$ cat config.mk
export PLATFORM = sky130hd
export DESIGN_NAME = dedup_sorted_priority_queue_unit_flat
export DESIGN_NICKNAME = d
export VERILOG_FILES = /design/src/hw/rtl/dspq_pkg.sv /design/src/hw/rtl/dspq_if.sv /design/src/hw/rtl/dedup_sorted_priority_queue_unit.sv /design/src/flat_wrapper.sv
export SDC_FILE = /design/constraint.sdc
export NUM_CORES = 1
export LEC_CHECK = 0
export ABC_AREA = 1
export BUFFER_PORTS_ARGS = -buffer_cell sky130_fd_sc_hd__buf_4
export CAP_MARGIN = 25
export CORE_ASPECT_RATIO = 0.5
export CORE_UTILIZATION = 45
export DETAILED_ROUTE_END_ITERATION = 10
export GPL_ROUTABILITY_DRIVEN = 0
export PLACE_DENSITY_LB_ADDON = 0.25
export SLEW_MARGIN = 20
export SYNTH_ARGS = -nofsm -noshare
export SYNTH_HDL_FRONTEND = slang
export SYNTH_SLANG_ARGS = --single-unit
$ cat constraint.sdc
create_clock -name i_clk -period 5.3 [get_ports i_clk]
set_clock_uncertainty 0.2 [all_clocks]
set_input_delay 0.53 -clock i_clk [delete_from_list [all_inputs] [get_ports i_clk]]
set_output_delay 0.53 -clock i_clk [all_outputs]
set_load 0.02 [all_outputs]
$ cat src/hw/rtl/dspq_pkg.sv
// ============================================================================
// dspq_pkg: shared types and constants
// Default sizes, operation, status and order-mode codes plus the sequencer state type.
// ============================================================================
`default_nettype none
package dspq_pkg;
    localparam int CAPACITY_DEF = 32;
    localparam int ID_BITS_DEF  = 8;
    localparam int KEY_BITS_DEF = 16;

    localparam logic OP_ADD     = 1'b0;
    localparam logic OP_EXTRACT = 1'b1;

    localparam logic [2:0] ST_ADDED     = 3'd0;
    localparam logic [2:0] ST_REPLACED  = 3'd1;
    localparam logic [2:0] ST_DROPPED   = 3'd2;
    localparam logic [2:0] ST_EXTRACTED = 3'd3;
    localparam logic [2:0] ST_EMPTY     = 3'd4;

    localparam logic [1:0] MODE_STACK = 2'd0;
    localparam logic [1:0] MODE_ASC   = 2'd1;
    localparam logic [1:0] MODE_DESC  = 2'd2;

    typedef enum logic [2:0] {
        S_IDLE,   // wait for a transaction
        S_SCAN,   // read entries looking for the id and the insert place
        S_PLAN,   // choose the run of entries to move
        S_DELETE, // shift a run of entries down by one slot
        S_INSERT, // shift a run of entries up by one slot
        S_WRITE,  // write the new entry
        S_OUT     // hand the result to the output register
    } t_state;
endpackage
`default_nettype wire

$ cat src/hw/rtl/dspq_if.sv
// ============================================================================
// dspq_in_if / dspq_out_if: valid-ready channels of the queue
// One input transaction carries an operation; one result transaction a status.
// ============================================================================
`default_nettype none
interface dspq_in_if #(parameter int ID_BITS = 8, parameter int KEY_BITS = 16);
    logic                valid;
    logic                ready;
    logic                operation;
    logic [ID_BITS-1:0]  node_id;
    logic [KEY_BITS-1:0] key_distance;
    modport source (output valid, operation, node_id, key_distance, input ready);
    modport sink   (input valid, operation, node_id, key_distance, output ready);
endinterface

interface dspq_out_if #(parameter int ID_BITS = 8, parameter int KEY_BITS = 16);
    logic                valid;
    logic                ready;
    logic [2:0]          status;
    logic [ID_BITS-1:0]  out_id;
    logic [KEY_BITS-1:0] out_distance;
    modport source (output valid, status, out_id, out_distance, input ready);
    modport sink   (input valid, status, out_id, out_distance, output ready);
endinterface
`default_nettype wire

$ cat src/hw/rtl/dedup_sorted_priority_queue_unit.sv
// ============================================================================
// dedup_sorted_priority_queue_unit: deduplicating bounded priority queue
// Sorted (or stack) queue of (id, distance) entries kept in one memory.
// ============================================================================
// The queue holds up to CAPACITY entries in a single synchronous memory, slot 0
// being the front. Every transaction is handled by a sequencer that walks the
// memory one slot per cycle through its single registered read port and its
// single write port. An add scans the stored entries to find the matching id
// and the insert position, plans the move, then shifts only the entries
// between the old slot (or the back) and the new one, one per cycle, and
// writes the new entry; a new id that finds the queue full is dropped. An
// extract reads the front slot, plans and shifts the remaining entries down.
// The finished result goes to an output register and the sequencer returns to
// idle, so the next transaction can be taken while the result waits. While the
// output register is still full the sequencer waits with its result and the
// input stays stalled. The order mode register may be written only while the
// block is idle. There is no clearing pass: unwritten slots are never read
// because the fill count bounds every walk.
// ============================================================================
`default_nettype none
module dedup_sorted_priority_queue_unit
    import dspq_pkg::*;
#(
    parameter int CAPACITY = CAPACITY_DEF,
    parameter int ID_BITS  = ID_BITS_DEF,
    parameter int KEY_BITS = KEY_BITS_DEF
) (
    input  wire logic       i_clk,
    input  wire logic       i_rst_n,
    input  wire logic       i_cfg_we,
    input  wire logic [1:0] i_cfg_wdata,
    dspq_in_if.sink         i_in,
    dspq_out_if.source      o_out
);
    localparam int AW = (CAPACITY > 1) ? $clog2(CAPACITY) : 1;
    localparam int CW = $clog2(CAPACITY + 1);
    localparam int EW = ID_BITS + KEY_BITS;
    localparam logic [CW-1:0] CAP_C = CW'(CAPACITY);
    localparam logic [CW-1:0] ONE_C = CW'(1);

    // Entry memory: id in the upper bits, key in the lower bits.
    logic [EW-1:0] mem [CAPACITY];
    logic          mem_we;
    logic [AW-1:0] mem_waddr, mem_raddr;
    logic [EW-1:0] mem_wdata, r_rdata;

    always_ff @(posedge i_clk) begin
        if (mem_we) mem[mem_waddr] <= mem_wdata;
        r_rdata <= mem[mem_raddr];
    end

    t_state r_state, n_state;
    logic [1:0]          r_mode;
    logic [CW-1:0]       r_fill, n_fill;
    logic                r_op;
    logic [ID_BITS-1:0]  r_id;
    logic [KEY_BITS-1:0] r_key;
    // r_idx: next slot to read; r_end: last slot to read in this walk;
    // r_chk: slot whose data is in r_rdata this cycle.
    logic [CW-1:0]       r_idx, n_idx;
    logic [CW-1:0]       r_end, n_end;
    logic                r_issue, n_issue;
    logic [CW-1:0]       r_chk, n_chk;
    logic                r_chkv, n_chkv;
    logic                r_found, n_found;
    logic [CW-1:0]       r_fpos, n_fpos;
    logic                r_pfound, n_pfound;
    logic [CW-1:0]       r_ppos, n_ppos;
    logic [CW-1:0]       r_wpos, n_wpos;
    logic [2:0]          r_status, n_status;
    logic [ID_BITS-1:0]  r_oid, n_oid;
    logic [KEY_BITS-1:0] r_okey, n_okey;

    // Output register, which lets the sequencer go back to idle while a
    // result waits to be taken.
    logic                r_ovalid, n_ovalid;
    logic [2:0]          r_out_status;
    logic [ID_BITS-1:0]  r_out_id;
    logic [KEY_BITS-1:0] r_out_dist;

    logic [ID_BITS-1:0]  rd_id;
    logic [KEY_BITS-1:0] rd_key;
    logic                rd_beats;
    logic [CW-1:0]       ins_pos; // insert position in the queue after removal
    logic                pass_done;
    logic                drop_full;
    logic                no_move;
    logic                out_load;

    assign rd_id  = r_rdata[EW-1:KEY_BITS];
    assign rd_key = r_rdata[KEY_BITS-1:0];
    always_comb begin
        unique case (r_mode)
            MODE_ASC:  rd_beats = r_key < rd_key;
            MODE_DESC: rd_beats = r_key > rd_key;
            default:   rd_beats = 1'b0;
        endcase
    end

    // The scan records the first slot that the new key beats in the original
    // order; when the old copy sits in front of it, the place moves one slot lower.
    always_comb begin
        if (r_mode == MODE_STACK) ins_pos = '0;
        else if (!r_pfound) ins_pos = r_fill - CW'(r_found);
        else if (r_found && r_fpos < r_ppos) ins_pos = r_ppos - ONE_C;
        else ins_pos = r_ppos;
    end

    // The last read of the walk is back from the memory.
    assign pass_done = r_chkv && (r_chk == r_end);
    // A new id finds the queue full.
    assign drop_full = !r_found && (r_fill >= CAP_C);
    // The new entry lands where the old copy was, or at the back of the queue.
    assign no_move   = r_found ? (ins_pos == r_fpos) : (ins_pos == r_fill);
    assign out_load  = (r_state == S_OUT) && (!r_ovalid || o_out.ready);
    assign n_ovalid  = out_load || (r_ovalid && !o_out.ready);

    // Next-state logic.
    always_comb begin
        n_state = r_state;
        unique case (r_state)
            S_IDLE: begin
                if (i_in.valid) n_state = S_SCAN;
            end
            S_SCAN: begin
                if (r_fill == '0 || pass_done) n_state = S_PLAN;
            end
            S_PLAN: begin
                if (r_op == OP_EXTRACT) n_state = (r_fill <= ONE_C) ? S_OUT : S_DELETE;
                else if (drop_full) n_state = S_OUT;
                else if (no_move) n_state = S_WRITE;
                else if (r_found && ins_pos > r_fpos) n_state = S_DELETE;
                else n_state = S_INSERT;
            end
            S_DELETE: begin
                if (pass_done) n_state = (r_op == OP_EXTRACT) ? S_OUT : S_WRITE;
            end
            S_INSERT: begin
                if (pass_done) n_state = S_WRITE;
            end
            S_WRITE: begin
                n_state = S_OUT;
            end
            S_OUT: begin
                if (out_load) n_state = S_IDLE;
            end
            default: begin
                n_state = S_IDLE;
            end
        endcase
    end

    // Datapath and memory control.
    always_comb begin
        n_fill = r_fill; n_idx = r_idx; n_end = r_end; n_issue = r_issue;
        n_chk = r_chk; n_chkv = 1'b0;
        n_found = r_found; n_fpos = r_fpos; n_pfound = r_pfound; n_ppos = r_ppos;
        n_wpos = r_wpos; n_status = r_status; n_oid = r_oid; n_okey = r_okey;
        mem_we = 1'b0; mem_waddr = '0; mem_wdata = r_rdata; mem_raddr = r_idx[AW-1:0];
        // Every walk issues one read per cycle from r_idx towards r_end.
        if ((r_state == S_SCAN || r_state == S_DELETE || r_state == S_INSERT)
            && r_issue) begin
            n_chkv = 1'b1; n_chk = r_idx;
            if (r_idx == r_end) n_issue = 1'b0;
            else if (r_state == S_INSERT) n_idx = r_idx - ONE_C;
            else n_idx = r_idx + ONE_C;
        end
        unique case (r_state)
            S_IDLE: begin
                // An extract only needs the front slot; an add reads them all.
                n_idx = '0; n_issue = (r_fill != '0);
                n_end = (i_in.operation == OP_EXTRACT) ? '0 : r_fill - ONE_C;
                n_found = 1'b0; n_pfound = 1'b0; n_fpos = '0; n_ppos = '0; n_wpos = '0;
                n_oid = '0; n_okey = '0;
            end
            S_SCAN: begin
                if (r_chkv) begin
                    if (rd_id == r_id) begin
                        n_found = 1'b1; n_fpos = r_chk;
                    end else if (!r_pfound && rd_beats) begin
                        n_pfound = 1'b1; n_ppos = r_chk;
                    end
                    if (r_op == OP_EXTRACT) begin
                        n_oid = rd_id; n_okey = rd_key;
                    end
                end
            end
            S_PLAN: begin
                n_wpos = ins_pos;
                if (r_op == OP_EXTRACT) begin
                    if (r_fill == '0) begin
                        n_status = ST_EMPTY;
                    end else if (r_fill == ONE_C) begin
                        n_fill = '0; n_status = ST_EXTRACTED;
                    end else begin
                        n_idx = ONE_C; n_end = r_fill - ONE_C; n_issue = 1'b1;
                    end
                end else if (drop_full) begin
                    n_status = ST_DROPPED;
                end else if (!no_move) begin
                    n_issue = 1'b1; n_end = ins_pos;
                    // Moving back: entries behind the old copy close up to the
                    // new place. Moving forward or new: entries from the new
                    // place up to the old copy (or the back) move up by one.
                    if (r_found && ins_pos > r_fpos) n_idx = r_fpos + ONE_C;
                    else n_idx = (r_found ? r_fpos : r_fill) - ONE_C;
                end
            end
            S_DELETE: begin
                // The slot read last cycle is written one slot lower.
                if (r_chkv) begin
                    mem_we = 1'b1; mem_waddr = AW'(r_chk - ONE_C);
                end
                if (pass_done && r_op == OP_EXTRACT) begin
                    n_fill = r_fill - ONE_C; n_status = ST_EXTRACTED;
                end
            end
            S_INSERT: begin
                // The slot read last cycle is written one slot higher.
                if (r_chkv) begin
                    mem_we = 1'b1; mem_waddr = AW'(r_chk + ONE_C);
                end
            end
            S_WRITE: begin
                mem_we = 1'b1; mem_waddr = r_wpos[AW-1:0]; mem_wdata = {r_id, r_key};
                n_fill = r_fill + CW'(!r_found);
                n_status = r_found ? ST_REPLACED : ST_ADDED;
            end
            S_OUT: ;
            default: ;
        endcase
    end

    always_ff @(posedge i_clk) begin
        if (!i_rst_n) begin
            r_state  <= S_IDLE;
            r_mode   <= MODE_ASC;
            r_fill   <= '0;
            r_chkv   <= 1'b0;
            r_ovalid <= 1'b0;
        end else begin
            r_state  <= n_state;
            if (i_cfg_we) r_mode <= i_cfg_wdata;
            r_fill   <= n_fill;
            r_chkv   <= n_chkv;
            r_ovalid <= n_ovalid;
        end
    end

    always_ff @(posedge i_clk) begin
        if (r_state == S_IDLE && i_in.valid) begin
            r_op <= i_in.operation; r_id <= i_in.node_id; r_key <= i_in.key_distance;
        end
        r_idx <= n_idx; r_end <= n_end; r_issue <= n_issue; r_chk <= n_chk;
        r_found <= n_found; r_fpos <= n_fpos;
        r_pfound <= n_pfound; r_ppos <= n_ppos; r_wpos <= n_wpos; r_status <= n_status;
        r_oid <= n_oid; r_okey <= n_okey;
        if (out_load) begin
            r_out_status <= r_status; r_out_id <= r_oid; r_out_dist <= r_okey;
        end
    end

    assign i_in.ready         = (r_state == S_IDLE);
    assign o_out.valid        = r_ovalid;
    assign o_out.status       = r_out_status;
    assign o_out.out_id       = r_out_id;
    assign o_out.out_distance = r_out_dist;

    a_fill_bound: assert property (@(posedge i_clk) disable iff (!i_rst_n)
        r_fill <= CAP_C) else $error("fill count above capacity");
    a_out_hold: assert property (@(posedge i_clk) disable iff (!i_rst_n)
        (o_out.valid && !o_out.ready) |=> (o_out.valid && $stable(o_out.status)
        && $stable(o_out.out_id) && $stable(o_out.out_distance)))
        else $error("result changed while waiting");
    a_fill_write: assert property (@(posedge i_clk) disable iff (!i_rst_n)
        (r_state == S_WRITE && !r_found) |=> (r_fill == $past(r_fill) + ONE_C))
        else $error("write of a new id did not grow the queue");
    a_walk_range: assert property (@(posedge i_clk) disable iff (!i_rst_n)
        r_chkv |-> (r_chk < r_fill)) else $error("read outside the occupied slots");
endmodule
`default_nettype wire

$ cat src/flat_wrapper.sv
// flat-port wrapper written by rule: the top's interface ports become plain ports
module dedup_sorted_priority_queue_unit_flat import dspq_pkg::*;
#(
    parameter int CAPACITY = CAPACITY_DEF,
    parameter int ID_BITS  = ID_BITS_DEF,
    parameter int KEY_BITS = KEY_BITS_DEF
)
  (i_clk, i_rst_n, i_cfg_we, i_cfg_wdata, i_in_valid, i_in_operation, i_in_node_id, i_in_key_distance, i_in_ready, o_out_valid, o_out_status, o_out_out_id, o_out_out_distance, o_out_ready);
  dspq_in_if #(.ID_BITS(ID_BITS), .KEY_BITS(KEY_BITS)) i_in_i ();
  dspq_out_if #(.ID_BITS(ID_BITS), .KEY_BITS(KEY_BITS)) o_out_i ();
  input  wire logic i_clk;
  input  wire logic i_rst_n;
  input  wire logic i_cfg_we;
  input  wire logic [1:0] i_cfg_wdata;
  input wire logic [$bits(i_in_i.valid)-1:0] i_in_valid;
  input wire logic [$bits(i_in_i.operation)-1:0] i_in_operation;
  input wire logic [$bits(i_in_i.node_id)-1:0] i_in_node_id;
  input wire logic [$bits(i_in_i.key_distance)-1:0] i_in_key_distance;
  output wire logic [$bits(i_in_i.ready)-1:0] i_in_ready;
  output wire logic [$bits(o_out_i.valid)-1:0] o_out_valid;
  output wire logic [$bits(o_out_i.status)-1:0] o_out_status;
  output wire logic [$bits(o_out_i.out_id)-1:0] o_out_out_id;
  output wire logic [$bits(o_out_i.out_distance)-1:0] o_out_out_distance;
  input wire logic [$bits(o_out_i.ready)-1:0] o_out_ready;
  assign i_in_i.valid = i_in_valid;
  assign i_in_i.operation = i_in_operation;
  assign i_in_i.node_id = i_in_node_id;
  assign i_in_i.key_distance = i_in_key_distance;
  assign i_in_ready = i_in_i.ready;
  assign o_out_valid = o_out_i.valid;
  assign o_out_status = o_out_i.status;
  assign o_out_out_id = o_out_i.out_id;
  assign o_out_out_distance = o_out_i.out_distance;
  assign o_out_i.ready = o_out_ready;
  dedup_sorted_priority_queue_unit #(.CAPACITY(CAPACITY), .ID_BITS(ID_BITS), .KEY_BITS(KEY_BITS)) u_core (.i_clk(i_clk), .i_rst_n(i_rst_n), .i_cfg_we(i_cfg_we), .i_cfg_wdata(i_cfg_wdata), .i_in(i_in_i), .o_out(o_out_i));
endmodule
==> impl_metrics.ini <==
[outcome]
status = complete, no violations

[yosys]
yosysWarningCount = 0
synth_top_family_by_area = compound AO/OA/AOI/OAI gates
synth-edff-count = 878
synth_cells = 2972
ys_seq_elements = 922
synth_cell_types = 49
synth_nets = 3050
synthAdderAreaFrac = 0.0155
ys.flop_type = edfxtp_1
async_flop_share = 0
synth-xor-area-share = 0.00581
post_synth.cell_area_avg_um2 = 12.7
synthesis.area_mm2 = 0.0377
synthSimpleGateAreaFrac = 0.0986
yosysSeqAreaShare = 0.723
synthMuxAreaShare = 0
synth-compound-area-share = 0.125

[sta]
fin_crit_ns = 4.11
worst_slack_ns = 1.19
post-route-period-util = 0.775
slew_violations = 0
setup_viol = 0
worst_slew_pin_slew_ns = 1.09
tns_ns = 0
rsz0062_at_grt = no
final_hold_viol_count = 0
fmax_mhz = 243
hold_ws_ns = 0.177
relSlewSlack = 0.272

[global_route]
grt_pass1_vias = 23400
grt_pass1_wl_mm = 159
grt-ovfl-total = 0
grt_max_degree = 107
gr-usage-all-layers = 0.257
antenna_found_initial = 6

[route]
highest-signal-layer = met5
dr_total_vias = 25600
wl_mm = 111
via_per_inst = 6.06
drc = 0
dr.pass1.iters = 6
wl_met2_mm = 47.7
drtIter0Drc = 3729
drtAntennaViolNets = 0
wl_per_cell_um = 26.3
wl_met3_mm = 11.9
wl_met1_mm = 47.7

[setup_path]
ff2ff_path_depth = 8
path_cells = inv_1 -> ha_1 -> nand2_1 -> nor2_1 -> nor3_1 -> nand2_1 -> nor2_4 -> buf_4
reg2reg_from = u_core.r_chk[1]$_DFFE_PP_
crit_path_end_kind = flip-flop
cp_slowest_cell = nor2_4
critPathMaxStageDelay_ns = 0.93
crit_path_frequent_cell = nand2_1
worst_setup_path_start_kind = flip-flop
critPathArrivalTime_ns = 4.26
reg2reg_to = u_core.mem[1][13]$_DFFE_PP_
required_ns = 5.45
crit_fanout = 14
crit_type = flip-flop to flip-flop
ff2ff_setup_slack_ns = 1.19
startpoint = u_core.r_chk[1]$_DFFE_PP_

[layout]
fin_util = 0.525
layout.cells.most_common = edfxtp_1
final_cell_mix = edfxtp_1 (878), nor2_1 (515), o21ai_0 (436)
drive_above_1_share = 0.121
fin_nets = 3121
synthToLayoutAreaGrowth_pct = 14.7

[clock_network]
htreeDepth = 3
cts_root_buf = clkbuf_16
cts_tree = built
cts_buffers = 84
clk_latency_ns = 0.66
cts.sink_count = 922
clockBufferDepth = 3
clk_pin_slew_ns = 0.07

[floorplanning]
io_pins = 61
placementRows = 74
dieWidth_um = 411
dieHeight_um = 207
fp.dieArea_mm2 = 0.0850
core_area_mm2 = 0.0823
start_util = 0.458

[worst_hold_path]
hold_depth = 5
hp-start = i_in_valid
hold_path_class = input port to flip-flop
min_to = u_core.r_state[2]$_SDFFE_PN0P_

[pwr]
leakagePower_nw = 14.5
power_density_mw_per_mm2 = 570
power_w = 0.0247
ir_drop_v = 0.000262

[placed_design]
dp_worst_setup_slack_ns = 1.38
place_hpwl_mm = 69.3
port_buffers = 60

[run]
max_cap_viol_count = 0
-- metrics by stage --
stage	cell area, µm²	cells
finish	43200	4217
global route	43200	4215
CTS	43100	4210
detailed placement	40100	4024
global placement	39900	4015
floorplan	37700	2972
-- worst max path at each step --
stage	endpoint	slack, ns	depth (start not counted)
after detailed placement	u_core.mem[1][19]$_DFFE_PP_	1.38	8
after global placement	u_core.mem[1][14]$_DFFE_PP_	1.45	9
after global routing	u_core.r_idx[3]$_DFF_P_	1.14	20
final	u_core.mem[1][13]$_DFFE_PP_	1.19	8
after floorplan	u_core.mem[0][0]$_DFFE_PP_	1.59	7
after CTS	u_core.mem[1][13]$_DFFE_PP_	1.37	8
-- logic make-up (layout without fill, tap and decap cells) --
group / count (synthesis) / after routing
buffers and inverters: 309 / 450
and+or+nand+nor: 898 / 898
other: 0 / 2
adders and majority gates: 46 / 46
xor gates and xnor gates: 25 / 25
DFF: 922 / 922
AOI/OAI and AO/OA: 772 / 772
-- where the power goes --
group / leakage [nW] / switching, W / internal [W]
Clock: 1.32 / 0.00272 / 0.00339
Combinational: 4.83 / 0.00622 / 0.00227
Sequential: 8.35 / 0.000417 / 0.00965
-- routing by layer --
| metal | vias to the layer above | track usage |
|---|---|---|
| met5 | - | 0 |
| met4 | 4 | 0.0860 |
| met3 | 207 | 0.0589 |
| met2 | 1331 | 0.378 |
| met1 | 12800 | 0.377 |
| li1 | 11200 | - |
-- critical path, delay by kind of cell, from the launching register on --
kind                       cells  cell delay [ns]
adders and majority gates      1             0.26
DFF                            1             0.46
and+or+nand+nor                5             2.43
buffers and inverters          2             0.45
-- cell type report --
cell class / instances / area, µm²
fill: 6885 / 39100
sequential: 922 / 27300
multi-input combinational: 1741 / 9760
clock buffer: 118 / 2330
timing repair buffer: 163 / 1600
tap: 1102 / 1380
inverter: 131 / 510
clock inverter: 38 / 397
antenna: 2 / 5.00
-- registers in the layout, summed over array words and instances, names as in the netlist, 8 cells and up --
signal	flops
u_core.mem	768
u_core.r_oid	8
u_core.r_id	8
u_core.r_rdata	24
u_core.o_out.out_distance	16
u_core.o_out.out_id	8
u_core.r_okey	16
u_core.r_key	16
-- Yosys cell counts, types with 3 or more instances --
library cell	instances	area share
o221ai_1	159	0.037
xor2_1	18	0.0042
nor4_1	3	0.00050
a32oi_1	20	0.0046
buf_1	7	0.00070
nand4_1	18	0.0030
nand3_1	101	0.013
a211oi_1	8	0.0016
nand3_2	3	0.00080
a221oi_1	4	0.00093
nor2_1	548	0.055
buf_2	34	0.0045
inv_1	109	0.011
o22ai_1	40	0.0066
dfxtp_1	44	0.023
nor3_1	8	0.0011
nand2_1	182	0.018
clkbuf_1	135	0.013
o21ai_1	8	0.0011
nand2_2	8	0.0013
o211ai_1	6	0.0012
or2_2	6	0.0010
xnor2_1	7	0.0016
edfxtp_1	878	0.70
nor2_2	10	0.0017
o21ai_0	460	0.061
clkinv_1	3	0.00030
ha_1	45	0.015
inv_2	17	0.0017
a21oi_1	30	0.0040
a31oi_1	29	0.0048
-- what timing repair did --
action,in CTS,in global routing
buffers inserted,0,0
hold endpoints to repair,32,0
hold buffers,30,0
gates resized for setup,0,0
(Power assumes the default switching activity.)
